**src/hdl/sprc_pkg.sv**
```systemverilog
// ---------------------------------------------------------------------------
// sprc_pkg: shared types and constants
// Types, register codes and reset values for the sound peak rhythm classifier.
// ---------------------------------------------------------------------------
package sprc_pkg;

  localparam int PEAK_SLOTS_DEF      = 20;
  localparam int MUSIC_MAX_PEAKS_DEF = 18;
  localparam int MIN_INTERVALS_DEF   = 6;

  localparam logic [15:0] PEAK_WIN_RST  = 16'd1500;
  localparam logic [15:0] QUIET_WIN_RST = 16'd2500;
  localparam logic [15:0] COOLOFF_RST   = 16'd3000;
  localparam logic [31:0] VAR_LIM_RST   = 32'd12000;
  localparam logic [5:0]  NOISE_MIN_RST = 6'd10;
  localparam logic [5:0]  TALK_MIN_RST  = 6'd3;
  localparam logic [5:0]  TALK_MAX_RST  = 6'd14;
  localparam logic [5:0]  MUSIC_MIN_RST = 6'd8;
  localparam logic [31:0] MUSIC_SEEN_RST = 32'd4294964294;

  typedef enum logic [2:0] {
    REG_PEAK_WIN  = 3'd0,
    REG_QUIET_WIN = 3'd1,
    REG_COOLOFF   = 3'd2,
    REG_VAR_LIM   = 3'd3,
    REG_NOISE_MIN = 3'd4,
    REG_TALK_MIN  = 3'd5,
    REG_TALK_MAX  = 3'd6,
    REG_MUSIC_MIN = 3'd7
  } sprc_reg_t;

  typedef enum logic [1:0] {
    RD_IDX  = 2'd0,
    RD_ZERO = 2'd1,
    RD_LAST = 2'd2
  } sprc_rdsrc_t;

  typedef enum logic [3:0] {
    S_IDLE, S_DROP_RD, S_DROP_CHK, S_DROP_DONE, S_EVAL, S_VFIRST, S_VLAST,
    S_VMEAN, S_VB0, S_VB_RD, S_VB_DAT, S_VB_SQ, S_VVAR, S_FINISH
  } sprc_state_t;

  typedef struct packed {
    logic        peak;
    logic        tick;
    logic        rd_en;
    sprc_rdsrc_t rd_src;
    logic        drop_chk;
    logic        drop_done;
    logic        eval;
    logic        prev_ld;
    logic        div_mean;
    logic        mean_ld;
    logic        pass_init;
    logic        diff_ld;
    logic        acc_ld;
    logic        div_var;
    logic        var_ld;
    logic        emit;
  } sprc_cmd_t;

  typedef struct packed {
    logic idx_end;
    logic need_var;
    logic div_done;
  } sprc_stat_t;

endpackage

```
**src/hdl/sound_peak_rhythm_classifier.sv**
```systemverilog
// ---------------------------------------------------------------------------
// sound_peak_rhythm_classifier: sound peak rhythm classifier
// Classifies recent sound peaks as talking, noise, music or quiet.
// ---------------------------------------------------------------------------
// Usage: an input item with in_cmd low records a peak at in_time_ms; it gives
// no result. An item with in_cmd high is a tick: it drops stored peaks older
// than the peak window, classifies the rest and gives one result item with the
// four flags and three start pulses.
// A tick reads each stored peak in the discard pass. When spacing statistics
// are needed, it adds two divisions (mean and variance, one quotient bit per
// cycle) and a pass over the remaining intervals.
// The single read port of the peak store and the serial divider set the
// length of a tick.
// in_ready is high while the controller is idle; a peak item is taken even
// while a result waits in the output register. A tick that finishes while
// the receiver stalls holds in its last step until the result is taken.
// Configuration writes are taken in any cycle and belong in idle time.
// After reset the store is empty, thresholds hold their defaults and no
// result is pending.
// ---------------------------------------------------------------------------
module sound_peak_rhythm_classifier #(
  parameter int PEAK_SLOTS      = sprc_pkg::PEAK_SLOTS_DEF,
  parameter int MUSIC_MAX_PEAKS = sprc_pkg::MUSIC_MAX_PEAKS_DEF,
  parameter int MIN_INTERVALS   = sprc_pkg::MIN_INTERVALS_DEF
) (
  input  logic        clk,
  input  logic        rst_n,
  input  logic        in_valid,
  output logic        in_ready,
  input  logic        in_cmd,
  input  logic [31:0] in_time_ms,
  output logic        out_valid,
  input  logic        out_ready,
  output logic        out_talking,
  output logic        out_noise,
  output logic        out_music,
  output logic        out_quiet,
  output logic        out_talking_start,
  output logic        out_noise_start,
  output logic        out_music_start,
  input  logic        cfg_valid,
  output logic        cfg_ready,
  input  logic [2:0]  cfg_index,
  input  logic [31:0] cfg_data
);
  import sprc_pkg::*;

  localparam int AW = $clog2(PEAK_SLOTS);
  localparam int CW = $clog2(PEAK_SLOTS + 1);

  sprc_cmd_t  cmd;
  sprc_stat_t stat;

  assign cfg_ready = 1'b1;

  sprc_ctrl u_ctrl (
    .clk       (clk),
    .rst_n     (rst_n),
    .in_valid  (in_valid),
    .in_ready  (in_ready),
    .in_cmd    (in_cmd),
    .out_valid (out_valid),
    .out_ready (out_ready),
    .cmd       (cmd),
    .stat      (stat)
  );

  sprc_datapath #(
    .PEAK_SLOTS      (PEAK_SLOTS),
    .MUSIC_MAX_PEAKS (MUSIC_MAX_PEAKS),
    .MIN_INTERVALS   (MIN_INTERVALS),
    .AW              (AW),
    .CW              (CW)
  ) u_dp (
    .clk               (clk),
    .rst_n             (rst_n),
    .cmd               (cmd),
    .stat              (stat),
    .in_time_ms        (in_time_ms),
    .cfg_wr            (cfg_valid && cfg_ready),
    .cfg_index         (cfg_index),
    .cfg_data          (cfg_data),
    .out_talking       (out_talking),
    .out_noise         (out_noise),
    .out_music         (out_music),
    .out_quiet         (out_quiet),
    .out_talking_start (out_talking_start),
    .out_noise_start   (out_noise_start),
    .out_music_start   (out_music_start)
  );

endmodule

```
**src/hdl/sprc_ram.sv**
```systemverilog
// ---------------------------------------------------------------------------
// sprc_ram: generic RAM
// One write port and one read port with registered read data.
// ---------------------------------------------------------------------------
module sprc_ram #(
  parameter int WIDTH = 32,
  parameter int DEPTH = 20,
  parameter int AW    = $clog2(DEPTH)
) (
  input  logic             clk,
  input  logic             we,
  input  logic [AW-1:0]    waddr,
  input  logic [WIDTH-1:0] wdata,
  input  logic             re,
  input  logic [AW-1:0]    raddr,
  output logic [WIDTH-1:0] rdata
);

  logic [WIDTH-1:0] mem_r [DEPTH];
  logic [WIDTH-1:0] rdata_r;

  always_ff @(posedge clk) begin
    if (we) begin
      mem_r[waddr] <= wdata;
    end
    if (re) begin
      rdata_r <= mem_r[raddr];
    end
  end

  assign rdata = rdata_r;

endmodule

```
**src/hdl/sprc_div.sv**
```systemverilog
// ---------------------------------------------------------------------------
// sprc_div: iterative divider
// Restoring divider, one quotient bit per cycle, 32-bit dividend.
// ---------------------------------------------------------------------------
module sprc_div #(
  parameter int DW = 5
) (
  input  logic          clk,
  input  logic          rst_n,
  input  logic          start,
  input  logic [31:0]   dividend,
  input  logic [DW-1:0] divisor,
  output logic          done,
  output logic [31:0]   quotient
);

  logic [31:0]   quot_r, quot_nxt;
  logic [DW-1:0] rem_r, rem_nxt;
  logic [DW-1:0] dvs_r;
  logic [5:0]    cnt_r, cnt_nxt;
  logic          busy_r, busy_nxt;
  logic          done_r, done_nxt;
  logic [DW:0]   trial;

  always_comb begin
    quot_nxt = quot_r;
    rem_nxt  = rem_r;
    cnt_nxt  = cnt_r;
    busy_nxt = busy_r;
    done_nxt = 1'b0;
    trial    = {rem_r, quot_r[31]};
    if (start) begin
      quot_nxt = dividend;
      rem_nxt  = '0;
      cnt_nxt  = 6'd32;
      busy_nxt = 1'b1;
    end else if (busy_r) begin
      if (trial >= {1'b0, dvs_r}) begin
        rem_nxt  = DW'(trial - {1'b0, dvs_r});
        quot_nxt = {quot_r[30:0], 1'b1};
      end else begin
        rem_nxt  = trial[DW-1:0];
        quot_nxt = {quot_r[30:0], 1'b0};
      end
      cnt_nxt = cnt_r - 6'd1;
      if (cnt_r == 6'd1) begin
        busy_nxt = 1'b0;
        done_nxt = 1'b1;
      end
    end
  end

  always_ff @(posedge clk) begin
    if (!rst_n) begin
      busy_r <= 1'b0;
      done_r <= 1'b0;
      cnt_r  <= '0;
    end else begin
      busy_r <= busy_nxt;
      done_r <= done_nxt;
      cnt_r  <= cnt_nxt;
    end
    quot_r <= quot_nxt;
    rem_r  <= rem_nxt;
    if (start) begin
      dvs_r <= divisor;
    end
  end

  assign done     = done_r;
  assign quotient = quot_r;

endmodule

```
**src/hdl/sprc_datapath.sv**
```systemverilog
// ---------------------------------------------------------------------------
// sprc_datapath: peak store and classification datapath
// Peak time ring, registers, interval statistics and result flags.
// ---------------------------------------------------------------------------
module sprc_datapath #(
  parameter int PEAK_SLOTS      = 20,
  parameter int MUSIC_MAX_PEAKS = 18,
  parameter int MIN_INTERVALS   = 6,
  parameter int AW              = $clog2(PEAK_SLOTS),
  parameter int CW              = $clog2(PEAK_SLOTS + 1)
) (
  input  logic                 clk,
  input  logic                 rst_n,
  input  sprc_pkg::sprc_cmd_t  cmd,
  output sprc_pkg::sprc_stat_t stat,
  input  logic [31:0]          in_time_ms,
  input  logic                 cfg_wr,
  input  logic [2:0]           cfg_index,
  input  logic [31:0]          cfg_data,
  output logic                 out_talking,
  output logic                 out_noise,
  output logic                 out_music,
  output logic                 out_quiet,
  output logic                 out_talking_start,
  output logic                 out_noise_start,
  output logic                 out_music_start
);
  import sprc_pkg::*;

  logic [15:0] peak_win_r, quiet_win_r, cooloff_r;
  logic [31:0] var_lim_r;
  logic [5:0]  noise_min_r, talk_min_r, talk_max_r, music_min_r;

  logic [AW-1:0] head_r;
  logic [CW-1:0] count_r, idx_r, kept_r;
  logic [31:0]   last_peak_r, music_seen_r, now_r;
  logic [31:0]   prev_r, mean_r, diff_r, acc_r;
  logic          var_hit_r;
  logic          flag_talk_r, flag_noise_r, flag_music_r;
  logic          o_talk_r, o_noise_r, o_music_r, o_quiet_r;
  logic          o_talk_st_r, o_noise_st_r, o_music_st_r;

  logic          we;
  logic [AW-1:0] waddr, raddr;
  logic [31:0]   wdata, rdata;
  logic          keep, noise_c, need_var_c, talk_c, music_c;
  logic [CW-1:0] nint;
  logic          div_start, div_done;
  logic [31:0]   div_q, div_a;
  logic [63:0]   sq;

  function automatic logic [AW-1:0] phys(input logic [AW-1:0] head, input logic [CW-1:0] j);
    logic [AW:0] s;
    s = {1'b0, head} + (AW+1)'(j);
    if (s >= (AW+1)'(PEAK_SLOTS)) begin
      s = s - (AW+1)'(PEAK_SLOTS);
    end
    return s[AW-1:0];
  endfunction

  assign nint = count_r - CW'(1);
  assign keep = (now_r - rdata) <= {16'b0, peak_win_r};

  assign noise_c    = 32'(count_r) >= 32'(noise_min_r);
  assign need_var_c = !noise_c && (32'(count_r) >= 32'(music_min_r)) &&
                      (32'(count_r) <= 32'(MUSIC_MAX_PEAKS)) &&
                      (32'(count_r) >= 32'(MIN_INTERVALS + 1)) && (32'(count_r) >= 32'd2);
  assign music_c    = var_hit_r || ((now_r - music_seen_r) < {16'b0, cooloff_r});
  assign talk_c     = !noise_c && !music_c && (32'(count_r) >= 32'(talk_min_r)) &&
                      (32'(count_r) <= 32'(talk_max_r));

  assign stat.idx_end  = idx_r == count_r;
  assign stat.need_var = need_var_c;
  assign stat.div_done = div_done;

  always_comb begin
    we    = 1'b0;
    waddr = phys(head_r, kept_r);
    wdata = rdata;
    if (cmd.peak) begin
      we    = 1'b1;
      wdata = in_time_ms;
      if (count_r == CW'(PEAK_SLOTS)) begin
        waddr = head_r;
      end else begin
        waddr = phys(head_r, count_r);
      end
    end else if (cmd.drop_chk) begin
      we = keep;
    end
  end

  always_comb begin
    case (cmd.rd_src)
      RD_ZERO: raddr = head_r;
      RD_LAST: raddr = phys(head_r, nint);
      default: raddr = phys(head_r, idx_r);
    endcase
  end

  sprc_ram #(.WIDTH(32), .DEPTH(PEAK_SLOTS), .AW(AW)) u_ram (
    .clk   (clk),
    .we    (we),
    .waddr (waddr),
    .wdata (wdata),
    .re    (cmd.rd_en),
    .raddr (raddr),
    .rdata (rdata)
  );

  assign div_start = cmd.div_mean || cmd.div_var;
  assign div_a     = cmd.div_mean ? (rdata - prev_r) : acc_r;

  sprc_div #(.DW(CW)) u_div (
    .clk      (clk),
    .rst_n    (rst_n),
    .start    (div_start),
    .dividend (div_a),
    .divisor  (nint),
    .done     (div_done),
    .quotient (div_q)
  );

  assign sq = diff_r * diff_r;

  always_ff @(posedge clk) begin
    if (!rst_n) begin
      peak_win_r   <= PEAK_WIN_RST;
      quiet_win_r  <= QUIET_WIN_RST;
      cooloff_r    <= COOLOFF_RST;
      var_lim_r    <= VAR_LIM_RST;
      noise_min_r  <= NOISE_MIN_RST;
      talk_min_r   <= TALK_MIN_RST;
      talk_max_r   <= TALK_MAX_RST;
      music_min_r  <= MUSIC_MIN_RST;
      head_r       <= '0;
      count_r      <= '0;
      last_peak_r  <= '0;
      music_seen_r <= MUSIC_SEEN_RST;
      flag_talk_r  <= 1'b0;
      flag_noise_r <= 1'b0;
      flag_music_r <= 1'b0;
    end else begin
      if (cfg_wr) begin
        case (cfg_index)
          REG_PEAK_WIN:  peak_win_r  <= cfg_data[15:0];
          REG_QUIET_WIN: quiet_win_r <= cfg_data[15:0];
          REG_COOLOFF:   cooloff_r   <= cfg_data[15:0];
          REG_VAR_LIM:   var_lim_r   <= cfg_data;
          REG_NOISE_MIN: noise_min_r <= cfg_data[5:0];
          REG_TALK_MIN:  talk_min_r  <= cfg_data[5:0];
          REG_TALK_MAX:  talk_max_r  <= cfg_data[5:0];
          REG_MUSIC_MIN: music_min_r <= cfg_data[5:0];
          default: ;
        endcase
      end
      if (cmd.peak) begin
        last_peak_r <= in_time_ms;
        if (count_r == CW'(PEAK_SLOTS)) begin
          head_r <= phys(head_r, CW'(1));
        end else begin
          count_r <= count_r + CW'(1);
        end
      end
      if (cmd.drop_done) begin
        count_r <= kept_r;
      end
      if (cmd.emit) begin
        flag_talk_r  <= talk_c;
        flag_noise_r <= noise_c;
        flag_music_r <= music_c;
        if (var_hit_r) begin
          music_seen_r <= now_r;
        end
      end
    end
    if (cmd.tick) begin
      now_r  <= in_time_ms;
      idx_r  <= '0;
      kept_r <= '0;
    end
    if (cmd.drop_chk) begin
      idx_r <= idx_r + CW'(1);
      if (keep) begin
        kept_r <= kept_r + CW'(1);
      end
    end
    if (cmd.eval) begin
      var_hit_r <= 1'b0;
    end
    if (cmd.prev_ld) begin
      prev_r <= rdata;
    end
    if (cmd.mean_ld) begin
      mean_r <= div_q;
    end
    if (cmd.pass_init) begin
      idx_r <= CW'(1);
      acc_r <= '0;
    end
    if (cmd.diff_ld) begin
      diff_r <= rdata - prev_r - mean_r;
      prev_r <= rdata;
      idx_r  <= idx_r + CW'(1);
    end
    if (cmd.acc_ld) begin
      acc_r <= acc_r + sq[31:0];
    end
    if (cmd.var_ld) begin
      var_hit_r <= div_q < var_lim_r;
    end
    if (cmd.emit) begin
      o_talk_r     <= talk_c;
      o_noise_r    <= noise_c;
      o_music_r    <= music_c;
      o_quiet_r    <= (now_r - last_peak_r) >= {16'b0, quiet_win_r};
      o_talk_st_r  <= talk_c && !flag_talk_r;
      o_noise_st_r <= noise_c && !flag_noise_r;
      o_music_st_r <= music_c && !flag_music_r;
    end
  end

  assign out_talking       = o_talk_r;
  assign out_noise         = o_noise_r;
  assign out_music         = o_music_r;
  assign out_quiet         = o_quiet_r;
  assign out_talking_start = o_talk_st_r;
  assign out_noise_start   = o_noise_st_r;
  assign out_music_start   = o_music_st_r;

endmodule

```
**src/hdl/sprc_ctrl.sv**
```systemverilog
// ---------------------------------------------------------------------------
// sprc_ctrl: sequencing controller
// Steps the datapath through the peak discard, statistics and result phases.
// ---------------------------------------------------------------------------
module sprc_ctrl (
  input  logic                 clk,
  input  logic                 rst_n,
  input  logic                 in_valid,
  output logic                 in_ready,
  input  logic                 in_cmd,
  output logic                 out_valid,
  input  logic                 out_ready,
  output sprc_pkg::sprc_cmd_t  cmd,
  input  sprc_pkg::sprc_stat_t stat
);
  import sprc_pkg::*;

  sprc_state_t state_r, state_nxt;
  logic        out_valid_r, out_valid_nxt;
  logic        accept, out_busy;

  assign in_ready = state_r == S_IDLE;
  assign accept   = in_valid && in_ready;
  assign out_busy = out_valid_r && !out_ready;

  always_comb begin
    state_nxt = state_r;
    case (state_r)
      S_IDLE:      if (accept && in_cmd) state_nxt = S_DROP_RD;
      S_DROP_RD:   state_nxt = stat.idx_end ? S_DROP_DONE : S_DROP_CHK;
      S_DROP_CHK:  state_nxt = S_DROP_RD;
      S_DROP_DONE: state_nxt = S_EVAL;
      S_EVAL:      state_nxt = stat.need_var ? S_VFIRST : S_FINISH;
      S_VFIRST:    state_nxt = S_VLAST;
      S_VLAST:     state_nxt = S_VMEAN;
      S_VMEAN:     if (stat.div_done) state_nxt = S_VB0;
      S_VB0:       state_nxt = S_VB_RD;
      S_VB_RD:     state_nxt = stat.idx_end ? S_VVAR : S_VB_DAT;
      S_VB_DAT:    state_nxt = S_VB_SQ;
      S_VB_SQ:     state_nxt = S_VB_RD;
      S_VVAR:      if (stat.div_done) state_nxt = S_FINISH;
      S_FINISH:    if (!out_busy) state_nxt = S_IDLE;
      default:     state_nxt = S_IDLE;
    endcase
  end

  always_comb begin
    cmd           = '0;
    cmd.rd_src    = RD_IDX;
    out_valid_nxt = out_valid_r && !out_ready;
    case (state_r)
      S_IDLE: begin
        cmd.peak = accept && !in_cmd;
        cmd.tick = accept && in_cmd;
      end
      S_DROP_RD:   cmd.rd_en = !stat.idx_end;
      S_DROP_CHK:  cmd.drop_chk = 1'b1;
      S_DROP_DONE: cmd.drop_done = 1'b1;
      S_EVAL: begin
        cmd.eval   = 1'b1;
        cmd.rd_en  = stat.need_var;
        cmd.rd_src = RD_ZERO;
      end
      S_VFIRST: begin
        cmd.prev_ld = 1'b1;
        cmd.rd_en   = 1'b1;
        cmd.rd_src  = RD_LAST;
      end
      S_VLAST: cmd.div_mean = 1'b1;
      S_VMEAN: begin
        cmd.mean_ld = stat.div_done;
        cmd.rd_en   = stat.div_done;
        cmd.rd_src  = RD_ZERO;
      end
      S_VB0: begin
        cmd.prev_ld   = 1'b1;
        cmd.pass_init = 1'b1;
      end
      S_VB_RD: begin
        cmd.div_var = stat.idx_end;
        cmd.rd_en   = !stat.idx_end;
      end
      S_VB_DAT: cmd.diff_ld = 1'b1;
      S_VB_SQ:  cmd.acc_ld = 1'b1;
      S_VVAR:   cmd.var_ld = stat.div_done;
      S_FINISH: begin
        cmd.emit = !out_busy;
        if (!out_busy) begin
          out_valid_nxt = 1'b1;
        end
      end
      default: ;
    endcase
  end

  always_ff @(posedge clk) begin
    if (!rst_n) begin
      state_r     <= S_IDLE;
      out_valid_r <= 1'b0;
    end else begin
      state_r     <= state_nxt;
      out_valid_r <= out_valid_nxt;
    end
  end

  assign out_valid = out_valid_r;

endmodule

```
**config.mk**
```make
export PLATFORM = sky130hd
export DESIGN_NAME = sound_peak_rhythm_classifier
export DESIGN_NICKNAME = d
export VERILOG_FILES = /design/src/hdl/sprc_pkg.sv /design/src/hdl/sound_peak_rhythm_classifier.sv /design/src/hdl/sprc_ram.sv /design/src/hdl/sprc_div.sv /design/src/hdl/sprc_datapath.sv /design/src/hdl/sprc_ctrl.sv
export SDC_FILE = /design/constraint.sdc
export NUM_CORES = 2
export LEC_CHECK = 0
export ABC_AREA = 1
export BUFFER_PORTS_ARGS = -buffer_cell sky130_fd_sc_hd__buf_2
export CORE_MARGIN = 4
export CORE_UTILIZATION = 53
export CTS_BUF_LIST = sky130_fd_sc_hd__clkbuf_8
export DETAILED_ROUTE_END_ITERATION = 7
export PLACE_DENSITY = 0.69
export SYNTH_ARGS = -nofsm -noshare
export SYNTH_HDL_FRONTEND = slang
export SYNTH_SLANG_ARGS = --single-unit
```
**constraint.sdc**
```tcl
create_clock -name clk -period 18.6 [get_ports clk]
set_input_delay 2.79 -clock clk [delete_from_list [all_inputs] [get_ports clk]]
set_output_delay 2.79 -clock clk [all_outputs]
set_load 0.05 [all_outputs]
```
# Word-level counts from Yosys, hierarchy flattened
# Memory sizes are Yosys's and may differ from the RTL's. A register that Yosys moved wholly into a read port is not among the register bits.
# Cells that the tools add are included.
# totals
memories,1
in_bits,73
regBits,414
ramBits,640
# memory_table
memory,depth,word_bits,rd,rd_clocked_by_memory_dff,wr,line,rtl
u_dp.u_ram.mem_r,20,32,1,1,1,sprc_ram.sv:19,logic [WIDTH-1:0] mem_r [DEPTH];
# classes
bitwise,2
mul,1
n_reduce_logical,51
addsub,22
magnitude_cmp,17
n_eq_ne,30
n_mux,64
# ops
cell,count
32-bit 2-to-1 mux,8
32-bit subtractor,5
5-bit 2-to-1 mux,18
4-bit one-hot mux with 13 select lines,1
32-bit adder,1
32-bit by 16-bit >= comparator with 1-bit output,1
32-bit by 16-bit <= comparator with 1-bit output,1
32-bit by 16-bit less-than comparator with 1-bit output,1
32-bit less-than comparator,1
32-bit by 32-bit multiplier with 32-bit output,1
"6-bit by 5-bit >= comparator with 1-bit output, second input constant",5
1-bit 2-to-1 mux,25
"5-bit subtractor, second input constant",5
5-bit by 5-bit adder with 6-bit output,4
"4-bit == test, second input constant",6
2-bit AND reduction,11
4-bit 2-to-1 mux,5
5-bit by 6-bit >= comparator with 1-bit output,3
"4-bit by 3-bit == test with 1-bit output, second input constant",4
"5-bit by 1-bit adder with 5-bit output, second input constant",3
1-bit logical AND,14
"3-bit == test, second input constant",4
6-bit 2-to-1 mux,2
5-bit one-hot mux with 2 select lines,1
other kinds (34),57

# Logic depth before layout (Yosys ltp)
# depth
word_depth,8
ltp_mapped,32
ltp_nobuf,31

# By module
# Synthesis repeated with hierarchy kept, for this count alone.
# hier_totals
cells_unflattened,7338
hier_area_um2,69296.5
# modules_own_cells
mod,instances,seq_area_each_um2,area_each_um2,cells_each
sprc_datapath,1,8918.6,39531.7,4832
sprc_ram,1,20179.4,26912.1,2156
sprc_div,1,1371.3,2353.5,257
sprc_ctrl,1,100.1,488.0,91
sound_peak_rhythm_classifier,1,0.0,11.3,2

# Worst setup path before layout
# Ideal clock, no wire load.
# synth_timing
path_type,flip-flop to flip-flop
startpoint,reg u_dp.diff_r[0]
endpoint,reg u_dp.acc_r[30] (data pin)
path_stages_with_launch,26
period_less_slack_ns,6.747
setup_slack_ns,11.853
t_arrival_ns,6.492
required_ns,18.345
path_cell_list,edfxtp_1 -> clkbuf_1 -> buf_1 -> nand2_1 -> fa_1 -> fa_1 -> inv_1 -> fa_1 -> inv_1 -> fa_1 -> inv_1 -> fa_1 -> fa_1 -> fa_1 -> inv_1 -> fa_1 -> inv_1 -> ha_1 -> a21oi_1 -> nor2_1 -> a211oi_1 -> o221ai_1 -> a21oi_1 -> nand3_1 -> nand2_1 -> nor2_1
# synth_via
elab_chain_len,3
# synth_rtl
item,line,rtl
start: declaration,sprc_datapath.sv:37,"logic [31:0] prev_r, mean_r, diff_r, acc_r;"
start signal: assignment,sprc_datapath.sv:202,diff_r <= rdata - prev_r - mean_r;
32-bit by 32-bit multiplier with 32-bit output,sprc_datapath.sv:124,assign sq = diff_r * diff_r;
32-bit adder,sprc_datapath.sv:207,acc_r <= acc_r + sq[31:0];
32-bit 2-to-1 mux,sprc_datapath.sv:206,if (cmd.acc_ld) begin
end signal: assignment,sprc_datapath.sv:207,
end: declaration,sprc_datapath.sv:37,
# Every way passes these cells.
# A chain may end at the register's enable or synchronous reset.

# Worst setup path after layout
# layout_timing
startpoint,reg u_dp.diff_r[13]
endpoint,reg u_dp.acc_r[27] (data pin)
# The elaborated chain is that of the path after synthesis.

==> summary.txt <==
WL met2 - 84.3 mm
Placement Setup Slack - 11.29 ns
Die W - 366 um
Die height - 366 um
DR WL met3 - 13.2 mm
Syn avg cell area - 9.90 um^2
Worst-path cell chain - nand2_1, fa_1, fa_1, inv_1, fa_1, inv_1, fa_1, inv_1, fa_1, fa_1, inv_1, fa_1, fa_1, inv_1, ha_1, nand2_1, nor2_1, inv_1, o21bai_1, a21oi_1, o21ai_1, nand2_1, nand2_1, nor2_1
Hold buffer count at CTS - 0
Netlist cell types - 65
Status - finished clean
CTS resizes - 0
R2R setup slack - 11.33 ns
Worst slew pin tran - 1.26 ns
CP max-delay cell - edfxtp_1
Initial antenna violation count - 5
P_leak - 31.8 nW
Sequential area share after synthesis - 45.0%
Max Cap Violations - 0
Post-synth EDFFs - 882
Final TNS setup - 0 ns
Total setup buffers inserted after CTS - 0
Synthesized cell area - 67900 um^2
Largest net degree at the start of global routing - 250
GRT overflow - 0
Min-Delay Path Class - reg2reg
Root buffer cell - clkbuf_8
Fillers - 10800
CTS tree - built
Net Count, Synth - 7767
Final GP Congestion - 0.916
Initial Util - 53.3%
First-pass GRT wire length - 276 mm
Worst path required time - 19.22 ns
Synthesized flop and latch total - 1086
Max Slew Vio Count - 0
Total power - 7.81 mW
DR vias/cell - 5.63
CTS buffer count - 173
Power Density - 106 nW/um^2
Worst EP arrival - 7.89 ns
ANT nets after route - 0
RSZ-0062 raised after global routing - false
DR DRC count - 0
CORE AREA - 127000 um^2
Max Buffers Root-to-Sink - 3
Highest metal used - met4
Commonest non-fill, non-tap cell in the layout - inv_1
Total track usage - 26.4%
Site Rows - 131
Vias in the first global route - 48800
Die ar. - 134000 um^2
Storage element area - 30600 um^2
Final nets - 7853
Final worst slack - 11.33 ns
# IOs - 83
Critical path endpoint category - register
Async set-reset flop share out of synthesis - 0%
Clk_skew - 0.0615 ns
Critical path buffers and inverters - 6
Area of the multi-input gates - 32000 um^2
Final Critical Period - 7.27 ns
Max Freq - 137 MHz
Setup violations, final - 0
Wirelength, routed - 178 mm
Most frequent cells in the layout - 1275 x inv_1, 882 x edfxtp_1, 865 x nand2_1, 596 x nor2_1, 433 x ha_1
Synthesis-to-layout area growth - 8.57%
Final hold violation count - 0
Worst skew pair latency - 0.91 ns
1st-pass router iterations - 6
Layout cell share with drive strength beyond 1 - 7.10%
Avg WL per Cell - 20.3 um
Clk slew on worst S/H paths - 0.07 ns
DRT iter0 DRCs - 4743
CP delay by family, top - adder cells
CP max stage delay - 1.08 ns
Crit path kind - reg2reg
Mapped Cells - 6853
Crit-path max FO - 19
CTS HTree Levels - 4
Worst IR Drop VDD - 0.0000977 V
Placed cell areas - 70300 um^2
Slew margin rel. - 16.0%
Yosys Warn Count - 0
Total vias in the final route - 49300
Crit path launch type - register
Port bufs - 81
# clock sinks - 1086
Fin crit share - 39.1%
Top FF cell, synth - edfxtp_1
Most Frequent Cell on Critical Path - fa_1
Design Area, Final - 73700 um^2
M1 wire length - 73.8 mm
Placed wire-length estimate - 124 mm
==> state kept, by name (all words and copies together) (netlist names), 16 cells and up <==
name and cells:
u_dp.prev_r 32, u_dp.mean_r 32, u_dp.cooloff_r 16, u_dp.var_lim_r 32
u_dp.quiet_win_r 16, u_dp.peak_win_r 16, u_dp.u_div.quotient 32, u_dp.u_ram.rdata 32
u_dp.last_peak_r 32, u_dp.acc_r 32, u_dp.music_seen_r 32, u_dp.u_ram.mem_r 640
u_dp.now_r 32, u_dp.diff_r 32
==> area by class of cell <==
type	count	share of cell area, %
inverter	1226	6.26
multi-input combinational	4292	43.4
timing repair buffer	160	1.39
tap	1662	2.82
sequential	1086	41.5
clock inverter	136	1.14
antenna	3	0.0102
clock buffer	185	3.46
==> power breakdown <==
group	switching, mW	internal, mW	total (mW)	leakage (nW)
Clock	1.00	1.02	2.02	1.93
Combinational	1.86	0.860	2.72	20.2
Sequential	0.108	2.96	3.07	9.68
==> synth_stat cells (all sizes together) (12+ instances only) <==
cell type | instances | area share (%)
o211ai | 76 | 0.84
nor3 | 34 | 0.26
dfxtp | 204 | 6.0
o21ai | 483 | 3.6
o21bai | 149 | 1.7
o221ai | 142 | 1.8
xor2 | 140 | 1.8
edfxtp | 882 | 39
a21boi | 14 | 0.19
ha | 433 | 8.0
nor2 | 623 | 3.5
o32ai | 32 | 0.41
fa | 408 | 12
a31oi | 50 | 0.46
nand3 | 157 | 1.2
a21oi | 419 | 3.2
clkbuf | 222 | 1.2
or2 | 12 | 0.11
o21a | 20 | 0.22
nand4 | 36 | 0.33
a21o | 25 | 0.28
a211oi | 14 | 0.15
inv | 1223 | 6.8
xnor2 | 96 | 1.2
nand2 | 883 | 4.9
buf | 27 | 0.18
==> per-stage QoR <==
step           hold slack, ns  std cells  utilization (%)
3_3_place_gp            0.440       8426             55.2
6_report                0.460       8750             57.9
5_1_grt                 0.477       8749             57.9
4_1_cts                 0.462       8747             57.9
3_5_place_dp            0.452       8426             55.2
2_1_floorplan           0.424       6853                -
==> per-layer routing <==
metal | vias up | GRT usage, %
met4 | 0 | 9.62
met2 | 1763 | 43.6
met3 | 338 | 4.18
met5 | - | 0
li1 | 23100 | -
met1 | 24100 | 35.3
==> worst reg2reg max path: cells and delay by family, from the launching register on <==
family,cells,cell delay (ns)
AOI/OAI and AO/OA,3,0.58
adders and majority gates,9,4.31
DFF,1,1.08
and+or+nand+nor,6,0.74
buffers and inverters,6,0.33
==> final timing paths <==
| path | startpoint | endpoint | cells after the start |
|---|---|---|---|
| worst max-delay path | u_dp.diff_r[13]$_DFFE_PP_ | u_dp.acc_r[27]$_SDFFCE_PP0P_ | 24 |
| worst min-delay path | u_dp.var_lim_r[4]$_SDFFE_PN0P_ | u_dp.var_lim_r[4]$_SDFFE_PN0P_ | 2 |
| worst max register to register | u_dp.diff_r[13]$_DFFE_PP_ | u_dp.acc_r[27]$_SDFFCE_PP0P_ | 24 |
| worst min register to register | u_dp.var_lim_r[4]$_SDFFE_PN0P_ | u_dp.var_lim_r[4]$_SDFFE_PN0P_ | 2 |
==> cell families (layout without fill, tap and decap cells) <==
family / Yosys count / after routing / share of synthesized area [%]
flip-flops: 1086 / 1086 / 45.0
adder cells (fa/ha/maj): 841 / 841 / 20.0
AND/OR/NAND/NOR: 1760 / 1760 / 10.5
XOR/XNOR: 236 / 236 / 3.05
buffers and inverters: 1475 / 1707 / 8.19
other: 1 / 4 / 0.00553
AO/OA/AOI/OAI: 1454 / 1454 / 13.2
Note: power is estimated with default switching activity, not from simulation.
